`src/assert_macros.svh`:
```
// Assertion macros shared by the RTL of the motor command decoder.
// No dependencies; define SYNTH to compile the checks away.
`ifndef ASSERT_MACROS_SVH
`define ASSERT_MACROS_SVH
`ifndef SYNTH
// same-cycle implication
`define ASSERT_NOW(label, clk, rst, ante, cons) \
  label: assert property (@(posedge clk) disable iff (rst) (ante) |-> (cons)) \
    else $error("assertion failed");
// next-cycle implication
`define ASSERT_NEXT(label, clk, rst, ante, cons) \
  label: assert property (@(posedge clk) disable iff (rst) (ante) |=> (cons)) \
    else $error("assertion failed");
`else
`define ASSERT_NOW(label, clk, rst, ante, cons)
`define ASSERT_NEXT(label, clk, rst, ante, cons)
`endif
`endif

```
`src/umcd_pkg.sv`:
```
// Shared types, constants and helper functions of the motor command decoder.
// No dependencies.
`default_nettype none
package umcd_pkg;

  localparam int QUEUE_SLOTS = 8;
  localparam int PTR_W = (QUEUE_SLOTS > 1) ? $clog2(QUEUE_SLOTS) : 1;
  localparam int CNT_W = (PTR_W > 3) ? PTR_W : 3;
  localparam int CNT_X = CNT_W + 1;

  typedef logic [PTR_W-1:0] ptr_t;
  typedef logic [7:0] byte_t;

  localparam byte_t CH_P     = 8'h50;
  localparam byte_t CH_LO_A  = 8'h61;
  localparam byte_t CH_LO_P  = 8'h70;
  localparam byte_t CH_ZERO  = 8'h30;
  localparam byte_t CH_NINE  = 8'h39;
  localparam byte_t CH_RESET = 8'h58;
  localparam logic [9:0] DUTY_STEP = 10'd69;

  typedef enum logic [1:0] {
    K_GOOD    = 2'd0,
    K_FRAME   = 2'd1,
    K_OVERRUN = 2'd2,
    K_DRAIN   = 2'd3
  } kind_t;

  typedef enum logic [2:0] {
    ST_DRAIN   = 3'd0,
    ST_ACCEPT  = 3'd1,
    ST_IGNORE  = 3'd2,
    ST_FRAME   = 3'd3,
    ST_OVERRUN = 3'd4
  } status_t;

  typedef struct packed {
    logic  en;
    ptr_t  addr;
    byte_t data;
  } wr_t;

  typedef struct packed {
    logic en;
    ptr_t addr;
  } rd_t;

  typedef struct packed {
    logic pop;
    logic exec;
  } back_ctl_t;

  function automatic logic is_digit(input byte_t b);
    return (b >= CH_ZERO) && (b <= CH_NINE);
  endfunction

  function automatic logic is_letter(input byte_t b);
    return (b >= CH_LO_A) && (b <= CH_LO_P);
  endfunction

  function automatic logic is_command(input byte_t b);
    return is_letter(b) || is_digit(b) || (b == CH_P);
  endfunction

  function automatic ptr_t next_slot(input ptr_t p);
    return (p == PTR_W'(QUEUE_SLOTS - 1)) ? '0 : p + 1'b1;
  endfunction

endpackage
`default_nettype wire

```
`src/umcd_ram.sv`:
```
// Generic single-write, single-read RAM with registered read data.
// No dependencies.
`default_nettype none
module umcd_ram #(
  parameter int WIDTH = 8,
  parameter int DEPTH = 8
) (
  input  wire logic                                    clk,
  input  wire logic                                    we,
  input  wire logic [((DEPTH > 1) ? $clog2(DEPTH) : 1)-1:0] waddr,
  input  wire logic [WIDTH-1:0]                        wdata,
  input  wire logic                                    re,
  input  wire logic [((DEPTH > 1) ? $clog2(DEPTH) : 1)-1:0] raddr,
  output      logic [WIDTH-1:0]                        rdata
);

  logic [WIDTH-1:0] mem [DEPTH];

  always_ff @(posedge clk) begin
    if (we) begin
      mem[waddr] <= wdata;
    end
    if (re) begin
      rdata <= mem[raddr];
    end
  end

endmodule
`default_nettype wire

```
`src/umcd_front.sv`:
```
// Front end: classifies received bytes and pushes commands into the ring.
// Depends on umcd_pkg.
`default_nettype none
module umcd_front (
  input  wire logic                clk,
  input  wire logic                rst,
  input  wire logic                offer_en,
  input  wire umcd_pkg::byte_t     offer_byte,
  input  wire umcd_pkg::ptr_t      tail,
  output      logic                is_cmd,
  output      umcd_pkg::ptr_t      head,
  output      umcd_pkg::wr_t       wr
);

  logic full;

  always_comb begin
    is_cmd  = umcd_pkg::is_command(offer_byte);
    // one slot stays free so that full and empty differ
    full    = (umcd_pkg::next_slot(head) == tail);
    wr.en   = offer_en && is_cmd && !full;
    wr.addr = head;
    wr.data = offer_byte;
  end

  always_ff @(posedge clk) begin
    if (rst) begin
      head <= '0;
    end else if (wr.en) begin
      head <= umcd_pkg::next_slot(head);
    end
  end

endmodule
`default_nettype wire

```
`src/umcd_back.sv`:
```
// Back end: pops the oldest command from the ring and executes it.
// Depends on umcd_pkg.
`default_nettype none
module umcd_back (
  input  wire logic                 clk,
  input  wire logic                 rst,
  input  wire umcd_pkg::back_ctl_t  ctl,
  input  wire umcd_pkg::byte_t      rd_data,
  output      umcd_pkg::rd_t        rd,
  output      umcd_pkg::ptr_t       tail,
  output      logic                 applied,
  output      logic [3:0]           motor_bits,
  output      logic [9:0]           duty_value,
  output      logic                 heartbeat_level
);

  umcd_pkg::byte_t prev_cmd;
  logic            skip;

  always_comb begin
    rd.en   = ctl.pop;
    rd.addr = tail;
    // repeats are dropped, except heartbeat and speed commands
    skip    = (rd_data == prev_cmd) && (rd_data != umcd_pkg::CH_P) &&
              !umcd_pkg::is_digit(rd_data);
    applied = ctl.exec && !skip;
  end

  always_ff @(posedge clk) begin
    if (rst) begin
      tail            <= '0;
      prev_cmd        <= umcd_pkg::CH_RESET;
      heartbeat_level <= 1'b0;
      motor_bits      <= 4'd0;
      duty_value      <= 10'd0;
    end else begin
      if (ctl.pop) begin
        tail <= umcd_pkg::next_slot(tail);
      end
      if (applied) begin
        prev_cmd <= rd_data;
        if (rd_data == umcd_pkg::CH_P) begin
          heartbeat_level <= !heartbeat_level;
        end else if (umcd_pkg::is_letter(rd_data)) begin
          // 'a' is 0x61, so the pattern is the low nibble minus one
          motor_bits <= rd_data[3:0] - 4'd1;
        end else if (umcd_pkg::is_digit(rd_data)) begin
          duty_value <= {6'd0, rd_data[3:0]} * umcd_pkg::DUTY_STEP;
        end
      end
    end
  end

endmodule
`default_nettype wire

```
`src/uart_motor_command_decoder_unit.sv`:
```
// Top level of the UART motor command decoder: sequencer, ring RAM, result.
// Depends on umcd_pkg, umcd_ram, umcd_front, umcd_back, assert_macros.svh.
//
//  channel   | handshake      | payload
//  ----------+----------------+---------------------------------------------
//  event in  | start / busy   | kind, first_byte, second_byte
//  result    | done (strobe)  | rx_status, command_applied, motor_pattern,
//            |                | pwm_duty, heartbeat, queue_count
//
// An event is taken when start is high and busy is low; one result follows.
// Framing error or drain of an empty queue: result in the cycle after the transfer.
// Good byte: state PUSH1, then the result. Overrun: PUSH1, then PUSH2 (one ring write per byte,
// single write port). Drain: POP, then EXEC (registered RAM read, then execute).
// Synchronous reset clears pointers and motor state; the ring needs no clearing.
// done is high for one cycle; the receiver cannot stall.
`default_nettype none
`include "assert_macros.svh"
module uart_motor_command_decoder_unit (
  input  wire logic       clk,
  input  wire logic       rst,
  input  wire logic       start,
  output      logic       busy,
  input  wire logic [1:0] kind,
  input  wire logic [7:0] first_byte,
  input  wire logic [7:0] second_byte,
  output      logic       done,
  output      logic [2:0] rx_status,
  output      logic       command_applied,
  output      logic [3:0] motor_pattern,
  output      logic [9:0] pwm_duty,
  output      logic       heartbeat,
  output      logic [2:0] queue_count
);

  typedef enum logic [2:0] {
    S_IDLE,
    S_PUSH1,
    S_PUSH2,
    S_POP,
    S_EXEC
  } state_t;

  state_t                state;
  umcd_pkg::kind_t       kind_q;
  umcd_pkg::byte_t       byte1;
  umcd_pkg::byte_t       byte2;
  umcd_pkg::status_t     status;
  logic                  applied_q;

  logic                  offer_en;
  umcd_pkg::byte_t       offer_byte;
  logic                  is_cmd;
  umcd_pkg::ptr_t        head;
  umcd_pkg::ptr_t        tail;
  umcd_pkg::wr_t         wr;
  umcd_pkg::rd_t         rd;
  umcd_pkg::back_ctl_t   ctl;
  umcd_pkg::byte_t       rd_data;
  logic                  back_applied;
  logic                  empty;
  logic [umcd_pkg::CNT_W:0] head_x;
  logic [umcd_pkg::CNT_W:0] tail_x;
  logic [umcd_pkg::CNT_W:0] len_x;

  umcd_front u_front (
    .clk        (clk),
    .rst        (rst),
    .offer_en   (offer_en),
    .offer_byte (offer_byte),
    .tail       (tail),
    .is_cmd     (is_cmd),
    .head       (head),
    .wr         (wr)
  );

  umcd_ram #(
    .WIDTH (8),
    .DEPTH (umcd_pkg::QUEUE_SLOTS)
  ) u_ring (
    .clk   (clk),
    .we    (wr.en),
    .waddr (wr.addr),
    .wdata (wr.data),
    .re    (rd.en),
    .raddr (rd.addr),
    .rdata (rd_data)
  );

  umcd_back u_back (
    .clk             (clk),
    .rst             (rst),
    .ctl             (ctl),
    .rd_data         (rd_data),
    .rd              (rd),
    .tail            (tail),
    .applied         (back_applied),
    .motor_bits      (motor_pattern),
    .duty_value      (pwm_duty),
    .heartbeat_level (heartbeat)
  );

  always_comb begin
    busy       = (state != S_IDLE);
    offer_en   = (state == S_PUSH1) || (state == S_PUSH2);
    offer_byte = (state == S_PUSH2) ? byte2 : byte1;
    ctl.pop    = (state == S_POP);
    ctl.exec   = (state == S_EXEC);
    empty      = (head == tail);
    head_x     = umcd_pkg::CNT_X'(head);
    tail_x     = umcd_pkg::CNT_X'(tail);
    if (head >= tail) begin
      len_x = head_x - tail_x;
    end else begin
      len_x = head_x + umcd_pkg::CNT_X'(umcd_pkg::QUEUE_SLOTS) - tail_x;
    end
    queue_count     = len_x[2:0];
    rx_status       = status;
    command_applied = applied_q;
  end

  always_ff @(posedge clk) begin
    if (rst) begin
      state     <= S_IDLE;
      done      <= 1'b0;
      status    <= umcd_pkg::ST_DRAIN;
      applied_q <= 1'b0;
    end else begin
      done <= 1'b0;
      unique case (state)
        S_IDLE: begin
          if (start) begin
            kind_q <= umcd_pkg::kind_t'(kind);
            byte1  <= first_byte;
            byte2  <= second_byte;
            unique case (umcd_pkg::kind_t'(kind))
              umcd_pkg::K_GOOD, umcd_pkg::K_OVERRUN: begin
                state <= S_PUSH1;
              end
              umcd_pkg::K_FRAME: begin
                status    <= umcd_pkg::ST_FRAME;
                applied_q <= 1'b0;
                done      <= 1'b1;
              end
              umcd_pkg::K_DRAIN: begin
                if (empty) begin
                  status    <= umcd_pkg::ST_DRAIN;
                  applied_q <= 1'b0;
                  done      <= 1'b1;
                end else begin
                  state <= S_POP;
                end
              end
            endcase
          end
        end
        S_PUSH1: begin
          if (kind_q == umcd_pkg::K_OVERRUN) begin
            state <= S_PUSH2;
          end else begin
            // a command dropped on a full ring still reports accepted
            status    <= is_cmd ? umcd_pkg::ST_ACCEPT : umcd_pkg::ST_IGNORE;
            applied_q <= 1'b0;
            done      <= 1'b1;
            state     <= S_IDLE;
          end
        end
        S_PUSH2: begin
          status    <= umcd_pkg::ST_OVERRUN;
          applied_q <= 1'b0;
          done      <= 1'b1;
          state     <= S_IDLE;
        end
        S_POP: begin
          state <= S_EXEC;
        end
        S_EXEC: begin
          status    <= umcd_pkg::ST_DRAIN;
          applied_q <= back_applied;
          done      <= 1'b1;
          state     <= S_IDLE;
        end
        default: begin
          state <= S_IDLE;
        end
      endcase
    end
  end

  `ASSERT_NOW(a_done_idle, clk, rst, done, !busy)
  `ASSERT_NEXT(a_read_then_exec, clk, rst, rd.en, state == S_EXEC)
  `ASSERT_NOW(a_no_overwrite, clk, rst, wr.en, umcd_pkg::next_slot(head) != tail)
  `ASSERT_NOW(a_applied_on_drain, clk, rst, done && command_applied, rx_status == umcd_pkg::ST_DRAIN)

endmodule
`default_nettype wire

```
`config.mk`:
```
export PLATFORM = sky130hd
export DESIGN_NAME = uart_motor_command_decoder_unit
export DESIGN_NICKNAME = d
export VERILOG_FILES = /design/src/umcd_pkg.sv /design/src/umcd_ram.sv /design/src/umcd_front.sv /design/src/umcd_back.sv /design/src/uart_motor_command_decoder_unit.sv
export VERILOG_INCLUDE_DIRS = /design/src /design/src/src
export SDC_FILE = /design/constraint.sdc
export NUM_CORES = 1
export LEC_CHECK = 0
export BUFFER_PORTS_ARGS = -buffer_cell sky130_fd_sc_hd__buf_2
export CAP_MARGIN = 20
export CORE_MARGIN = 2
export CORE_UTILIZATION = 25
export CTS_BUF_LIST = sky130_fd_sc_hd__clkbuf_4 sky130_fd_sc_hd__clkbuf_8 sky130_fd_sc_hd__clkbuf_16
export CTS_CLUSTER_DIAMETER = 120
export DETAILED_ROUTE_END_ITERATION = 10
export SKIP_LAST_GASP = 1
export SLEW_MARGIN = 25
export SYNTH_ARGS = -nofsm -noshare
export SYNTH_HDL_FRONTEND = slang
export SYNTH_HIERARCHICAL = 1
export SYNTH_SLANG_ARGS = --single-unit
```
`constraint.sdc`:
```
create_clock -name clk -period 4.51 [get_ports clk]
set_input_delay 0.6765 -clock clk [delete_from_list [all_inputs] [get_ports clk]]
set_output_delay 0.6765 -clock clk [all_outputs]
set_load 0.02 [all_outputs]
```
==> flow_summary.yaml, run 1 <==
status:
  status: "complete, no violations"
logic_synthesis:
  synth_area_leaders: "edfxtp_1 46%, dfxtp_1 13%, mux4_1 6.7%, mux2_2 3.5%, ha_1 3.2%"
  syn_inst: 394
  ys_async_sr_fraction_pct: 0
  synth-edff-count: 90
  synth_cell_type_count: 59
  yosysWarningCount: 6
  ys_seq_area_share_pct: 58.8
  synth_ff_type: "edfxtp_1"
  yosysMostFrequentCell: "edfxtp_1"
  synth_common_cells: "90 x edfxtp_1, 37 x dfxtp_1, 31 x nor2_1, 18 x mux2_2, 18 x xnor2_1"
  synth-seq-cells: 127
  synth.top_cell.area_share_pct: 46.2
  synth_area_mm2: 0.00586
  syn_area_per_cell_um2: 14.9
  syn-num-nets: 431
  yosys.area.top_type: "edfxtp_1"
floorplanning:
  fp-row-count: 56
  die-area_mm2: 0.0247
  core_area_mm2: 0.0233
  die_w_um: 157
  fp.dieH_um: 157
  io_pins: 45
  initial_utilization_pct: 25.2
sta:
  drv_slew: 0
  report.final.hold_viol_count: 0
  setup_viol: 0
  skew_ns: 0.00657
  worst_pin_slew_ns: 0.903
  fin_crit_sh_pct: 87.7
  fin_crit_ns: 3.95
  rsz0062_at_grt: "false"
  clock.fmax_mhz: 253
  tns_ns: 0
  relSlewSlack_pct: 39.8
global_routing:
  antenna_found_initial: 0
  grt_first_pass_wirelength_um: 18300
  grt_remaining_overflow: 0
  grtUsageTotal_pct: 9.89
  grt_pass1_vias: 3342
  grt_max_degree: 48
setup_path:
  reg2reg_slack_ns: 0.56
  startpoint: "state[1]"
  cp_slowest_cell: "or3b_1"
  path_max_fanout: 12
  critPathTopFamily: "simple AND/OR/NAND/NOR gates"
  slowest_delay_ns: 0.65
  cp.depth: 7
  endpoint_kind: "register"
  crit_buf_inv: 0
  path_cells: "or3b_1, mux2_2, nor4_2, mux2_4, a211oi_4, nand2b_1, nor2_1"
  r2r_start: "state[1]"
  crit_end: "u_ring/mem[3][3]"
  setup.worst_path.class: "register to register"
  critical_path_required_ns: 4.55
  worstRegToRegCells: 7
  startpoint_type: "register"
  cp.arrival_ns: 3.99
  r2r-end: "u_ring/mem[3][3]"
drt:
  drcViolationCount: 0
  num_vias: 3147
  via_per_inst: 4.16
  firstDrtPassIters: 4
  wl_um: 11300
  drt-initial-drc-count: 236
  ant_nets: 0
  wire_per_inst_um: 15.0
place:
  dp.final_hpwl_um: 7970
  numPortBuffers: 44
  placed_area_mm2: 0.00624
  gp_congestion: 0.797
power_and_ir_drop:
  combinationalPowerShare_pct: 3.0
  p_per_area_mw_per_mm2: 402
  clock_power_share_pct: 51.1
  ir_drop_mv: 0.239
  power.internal_mw: 2.18
  p_switching_mw: 0.578
  leakage_nw: 2.44
  seq_power_share_pct: 46.0
  switching_share_pct: 21.0
cts:
  post_cts_buffers: 0
  clockBufferDepth: 2
  cts_resized: 0
  cts_tree: "yes"
  insertion_delay_ns: 0.41
  cts_sinks: 127
  clk_pin_slew_ns: 0.06
  cts_htree_levels: 4
  cts_buffers: 17
  holdBufCountCts: 0
  cts-root-buf: "clkbuf_16"
job:
  max_cap_viol_count: 0
worst_hold_path:
  hold_path.class: "input port to register"
layout:
  drive_gt1_share_pct: 28.3
  area.growth.synth_to_final_pct: 17.0
  num-fill-cells: 2332
  final_nets: 462
  fin_area_mm2: 0.00685
  antenna_cells: 0
==> stage by stage <==
step / std cells / hold slack [ns] / util, % / worst slack [ns] / power (mW)
3_5_place_dp: 725 / 0.472 / 26.8 / 0.607 / 1.37
3_3_place_gp: 725 / 0.467 / 26.8 / 0.821 / 1.37
2_1_floorplan: 394 / 0.457 / - / 1.11 / 1.35
4_1_cts: 757 / 0.417 / 29.5 / 0.574 / 2.79
5_1_grt: 757 / 0.412 / 29.5 / 0.413 / 2.86
6_report: 757 / 0.438 / 29.5 / 0.557 / 2.76
==> layer usage <==
metal,wire (um),global-route usage (%),vias up
met5,0,0,-
met4,177,3.85,0
met3,453,3.52,12
met2,5500,16.0,59
met1,5200,12.1,1549
li1,-,-,1527
==> worst min path at each step <==
| stage | start | to | cells past startpoint |
|---|---|---|---|
| 2_1_floorplan | u_back/prev_cmd[4] | u_back/prev_cmd[4] | 1 |
| 3_3_place_gp | u_back/prev_cmd[4] | u_back/prev_cmd[4] | 1 |
| 3_5_place_dp | command_applied | command_applied | 1 |
| 4_1_cts | second_byte[7] | byte2[7] | 1 |
| 5_1_grt | second_byte[0] | byte2[0] | 1 |
| 6_report | first_byte[6] | byte1[6] | 1 |
==> cell usage in the layout, fill, tap and decap left out, types with 2 or more instances in the layout <==
cell and instances:
nand3b_1 2, inv_6 5, nor2_1 31, clkbuf_16 17, nand4_1 2, clkinv_2 3, xnor2_1 18, dfxtp_1 36
nor2b_1 11, nand2_1 7, buf_2 44, bufinv_16 3, mux2_2 18, o21ai_0 4, clkinv_4 2, and2_1 3
o41ai_1 4, nand2b_1 10, or3b_1 2, a211oi_2 4, nor2_2 4, and3b_1 2, a41oi_1 2, mux2i_1 16
ha_1 15, buf_4 4, mux2_4 2, inv_1 12, nor3_1 8, mux4_1 15, xor2_1 3, edfxtp_1 90
nor4bb_1 2, a21oi_1 6, a31o_2 2
==> sequential cells by signal (all words and copies together) (netlist names) <==
register / cells
kind_q: 2
u_back/motor_bits: 4
u_ring/mem: 64
u_back/heartbeat_level: 1
u_ring/rdata: 8
byte2: 8
state: 3
u_back/prev_cmd: 8
command_applied: 1
u_front/head: 3
u_back/tail: 3
done: 1
byte1: 8
u_back/duty_value: 10
rx_status: 3
==> worst register-to-register path: cells and delay by family (launching register included) <==
kind               cells  cell delay, ns
and+or+nand+nor        4            1.82
DFF                    1            0.51
muxes                  2            0.85
AOI/OAI and AO/OA      1            0.40
==> logic make-up after synthesis <==
family / after synthesis / share of synthesized area [%]
xor gates and xnor gates: 21 / 3.14
DFF: 127 / 58.8
buffers and inverters: 48 / 5.47
AOI/OAI and AO/OA: 35 / 5.86
adders and majority gates: 17 / 3.72
muxes: 52 / 13.8
and+or+nand+nor: 94 / 9.19
==> power by group through the flow <==
stage | clock (mW) | sequential, mW | combinational [mW]
6_report | 1.41 | 1.27 | 0.0816
2_1_floorplan | 0 | 1.29 | 0.0560
4_1_cts | 1.44 | 1.27 | 0.0829
3_5_place_dp | 0 | 1.29 | 0.0826
5_1_grt | 1.50 | 1.27 | 0.0898
3_3_place_gp | 0 | 1.29 | 0.0794
==> layout make-up <==
type | count | area (um2) | area share [%]
inverters | 12 | 45.0 | 0.657
repair buffers | 48 | 250 | 3.65
well taps | 319 | 399 | 5.82
multi-input cells | 219 | 2100 | 30.7
clock buffers | 18 | 433 | 6.32
clock inverters | 14 | 178 | 2.59
flip-flops and latches | 127 | 3440 | 50.3
No activity file was read; power rests on OpenSTA's default activity.
==> run 2, diff against run 1 <==
Settings changed: ABC_AREA set to 1.
==> run 2 against run 1 <==
Compared with the run above:
- wire length up 9.7%
- sequential share of layout area shrank 2.9 points
- total power decreased by 2.0%
- combinational power grew 26%
- critical path depth up 4
- register-to-register slack better by 0.85 ns
- synthesized cell count is 75% higher
- cell area grew 6.0%
- synthesized area rose by 7.3%
- non-clock buffer count unchanged
- core utilization is 0.36 points lower
- maximum frequency grew 27%
- critical path type unchanged
- highest routed layer unchanged
==> flow_summary.yaml, run 2 <==
status:
  status: "complete, no violations"
cts:
  cts_resized: 0
  cts_buffers: 17
  cts_sinks: 127
  clk_pin_slew_ns: 0.06
  cts_tree: "yes"
  cts-root-buf: "clkbuf_16"
  clockBufferDepth: 2
  insertion_delay_ns: 0.42
  post_cts_buffers: 0
  cts_htree_levels: 4
  holdBufCountCts: 0
global_routing:
  grt_remaining_overflow: 0
  antenna_found_initial: 0
  grt_max_degree: 40
  grt_first_pass_wirelength_um: 20700
  grt_pass1_vias: 4054
  grtUsageTotal_pct: 10.1
logic_synthesis:
  ys_seq_area_share_pct: 54.8
  synth_compound_area_share_pct: 4.16
  synth_area_mm2: 0.00628
  synth-seq-cells: 127
  syn_area_per_cell_um2: 9.10
  synth_ff_type: "edfxtp_1"
  ys_async_sr_fraction_pct: 0
  yosys.area.top_type: "edfxtp_1"
  yosysMostFrequentCell: "nand2_1"
  syn-num-nets: 728
  synth_cell_type_count: 37
  synth-edff-count: 90
  syn_inst: 691
  synth_area_leaders: "edfxtp_1 43%, dfxtp_1 12%, nand2_1 11%, inv_1 7.6%, nand3_1 3.7%"
  synth.top_cell.area_share_pct: 43.0
  synth_xor_area_share_pct: 1.25
  synth_top_family_by_area: "simple AND/OR/NAND/NOR gates"
  synthAdderAreaFrac_pct: 3.30
  synth_common_cells: "187 x nand2_1, 128 x inv_1, 90 x edfxtp_1, 49 x nor2_1, 46 x nand3_1"
  yosysWarningCount: 6
  synth-simple-area-share_pct: 22.4
  muxShareOfSynthArea_pct: 1.91
setup_path:
  setup.worst_path.class: "register to register"
  cp.arrival_ns: 3.16
  reg2reg_slack_ns: 1.40
  critical_path_required_ns: 4.56
  r2r_start: "state[2]"
  startpoint_type: "register"
  r2r-end: "u_ring/mem[3][7]"
  path_max_fanout: 12
  worstRegToRegCells: 11
  endpoint_kind: "register"
drt:
  firstDrtPassIters: 4
  wire_per_inst_um: 11.6
  wl_um: 12400
  ant_nets: 0
  drcViolationCount: 0
  num_vias: 4310
  via_per_inst: 4.04
  drt-initial-drc-count: 291
worst_hold_path:
  hold_depth: 1
  hp-start: "first_byte[1]"
  hold_path.class: "input port to register"
  hold_end: "byte1[1]"
layout:
  largest_register_ffs: 64
  layout_common_cells: "187 x nand2_1, 128 x inv_1, 90 x edfxtp_1"
  largestRegisters: "u_ring/mem (64), u_back/duty_value (10)"
  area.growth.synth_to_final_pct: 15.6
  antenna_cells: 0
  final_nets: 763
  final_cells: 1068
  num-fill-cells: 2635
  regMostFlops: "u_ring/mem"
  layout_commonest_cell: "nand2_1"
  drive_gt1_share_pct: 16.3
floorplanning:
  fp.dieH_um: 163
  initial_utilization_pct: 25.2
  die-area_mm2: 0.0264
  io_pins: 45
  core_area_mm2: 0.0250
  fp-row-count: 58
  die_w_um: 163
sta:
  tns_ns: 0
  relSlewSlack_pct: 51.6
  rsz0062_at_grt: "false"
  fin_crit_ns: 3.11
  skew_ns: 0.0134
  drv_slew: 0
  clock.fmax_mhz: 322
  worst_pin_slew_ns: 0.723
  setup_viol: 0
  fin_crit_sh_pct: 68.9
  report.final.hold_viol_count: 0
power_and_ir_drop:
  leakage_nw: 3.27
  p_per_area_mw_per_mm2: 372
  ir_drop_mv: 0.246
place:
  placed_cells: 1037
  dp.final_hpwl_um: 8860
  gp_congestion: 0.757
  numPortBuffers: 44
job:
  max_cap_viol_count: 0
-- run 2: cell types whose count changed after synthesis, sizes merged, moves of 17 or more --
cell	delta
nand3	+49
xnor2	-18
inv	+122
nor2	+25
o21ai	+17
a21oi	+17
nand2	+189
-- run 2: area by class of cell --
class                   count  area (um2)  share of cell area [%]
inverters                 134         505                    6.96
multi-input cells         398        2080                    28.6
repair buffers             48         250                    3.45
flip-flops and latches    127        3440                    47.4
clock buffers              19         440                    6.06
well taps                 330         413                    5.68
clock inverters            12         134                    1.84
-- run 2: layer usage --
layer	GRT usage (%)	vias up	part of all wire (%)
met4	4.59	0	1.5
met5	0	-	0
met3	2.88	9	5.5
met2	14.2	111	42
met1	14.3	1959	51
li1	-	2231	-
-- run 2: worst max-delay path by stage --
stage	start	to	slack, ns	depth (start not counted)
floorplan	state[0]	u_ring/mem[1][0]	2.07	12
global placement	state[0]	u_ring/mem[3][5]	1.49	11
detailed placement	state[0]	u_ring/mem[3][5]	1.33	11
CTS	state[2]	u_ring/mem[3][7]	1.32	11
global route	state[2]	u_ring/mem[6][6]	1.12	12
finish	state[2]	u_ring/mem[3][7]	1.40	11
-- run 2: worst max-delay path: stages (launching register included) --
cell,delay [ns]
dfxtp_1,0.33
inv_2,0.11
nand3_2,0.33
mux2_4,0.48
o21bai_1,0.17
nor2_1,0.11
nand2_1,0.07
nor2_2,0.18
nand2_2,0.13
inv_1,0.10
nand2_1,0.12
nor2_1,0.60
-- run 2: through the flow --
stage	power, mW	instance area [um2]	utilization, %	setup slack, ns	hold slack [ns]
2_1_floorplan	1.37	6280	-	2.07	0.444
3_3_place_gp	1.40	6690	26.8	1.49	0.433
3_5_place_dp	1.40	6690	26.8	1.33	0.435
4_1_cts	2.73	7260	29.1	1.32	0.416
5_1_grt	2.80	7260	29.1	1.12	0.408
6_report	2.70	7260	29.1	1.40	0.428
-- run 2: logic make-up (layout without fill, tap and decap cells) --
kind of cell | after synthesis | after routing
XOR/XNOR | 9 | 9
AO/OA/AOI/OAI | 49 | 49
multiplexers | 8 | 8
flip-flops | 127 | 127
adder cells (fa/ha/maj) | 16 | 16
AND/OR/NAND/NOR | 316 | 316
buffers and inverters | 166 | 213
-- run 2: power by group --
group	total (mW)	switching (mW)	internal (mW)	leakage (nW)
combinational	0.103	0.0677	0.0358	1.88
clock	1.33	0.501	0.827	0.283
sequential	1.27	0.00611	1.26	1.11
total	2.70	0.575	2.13	3.27
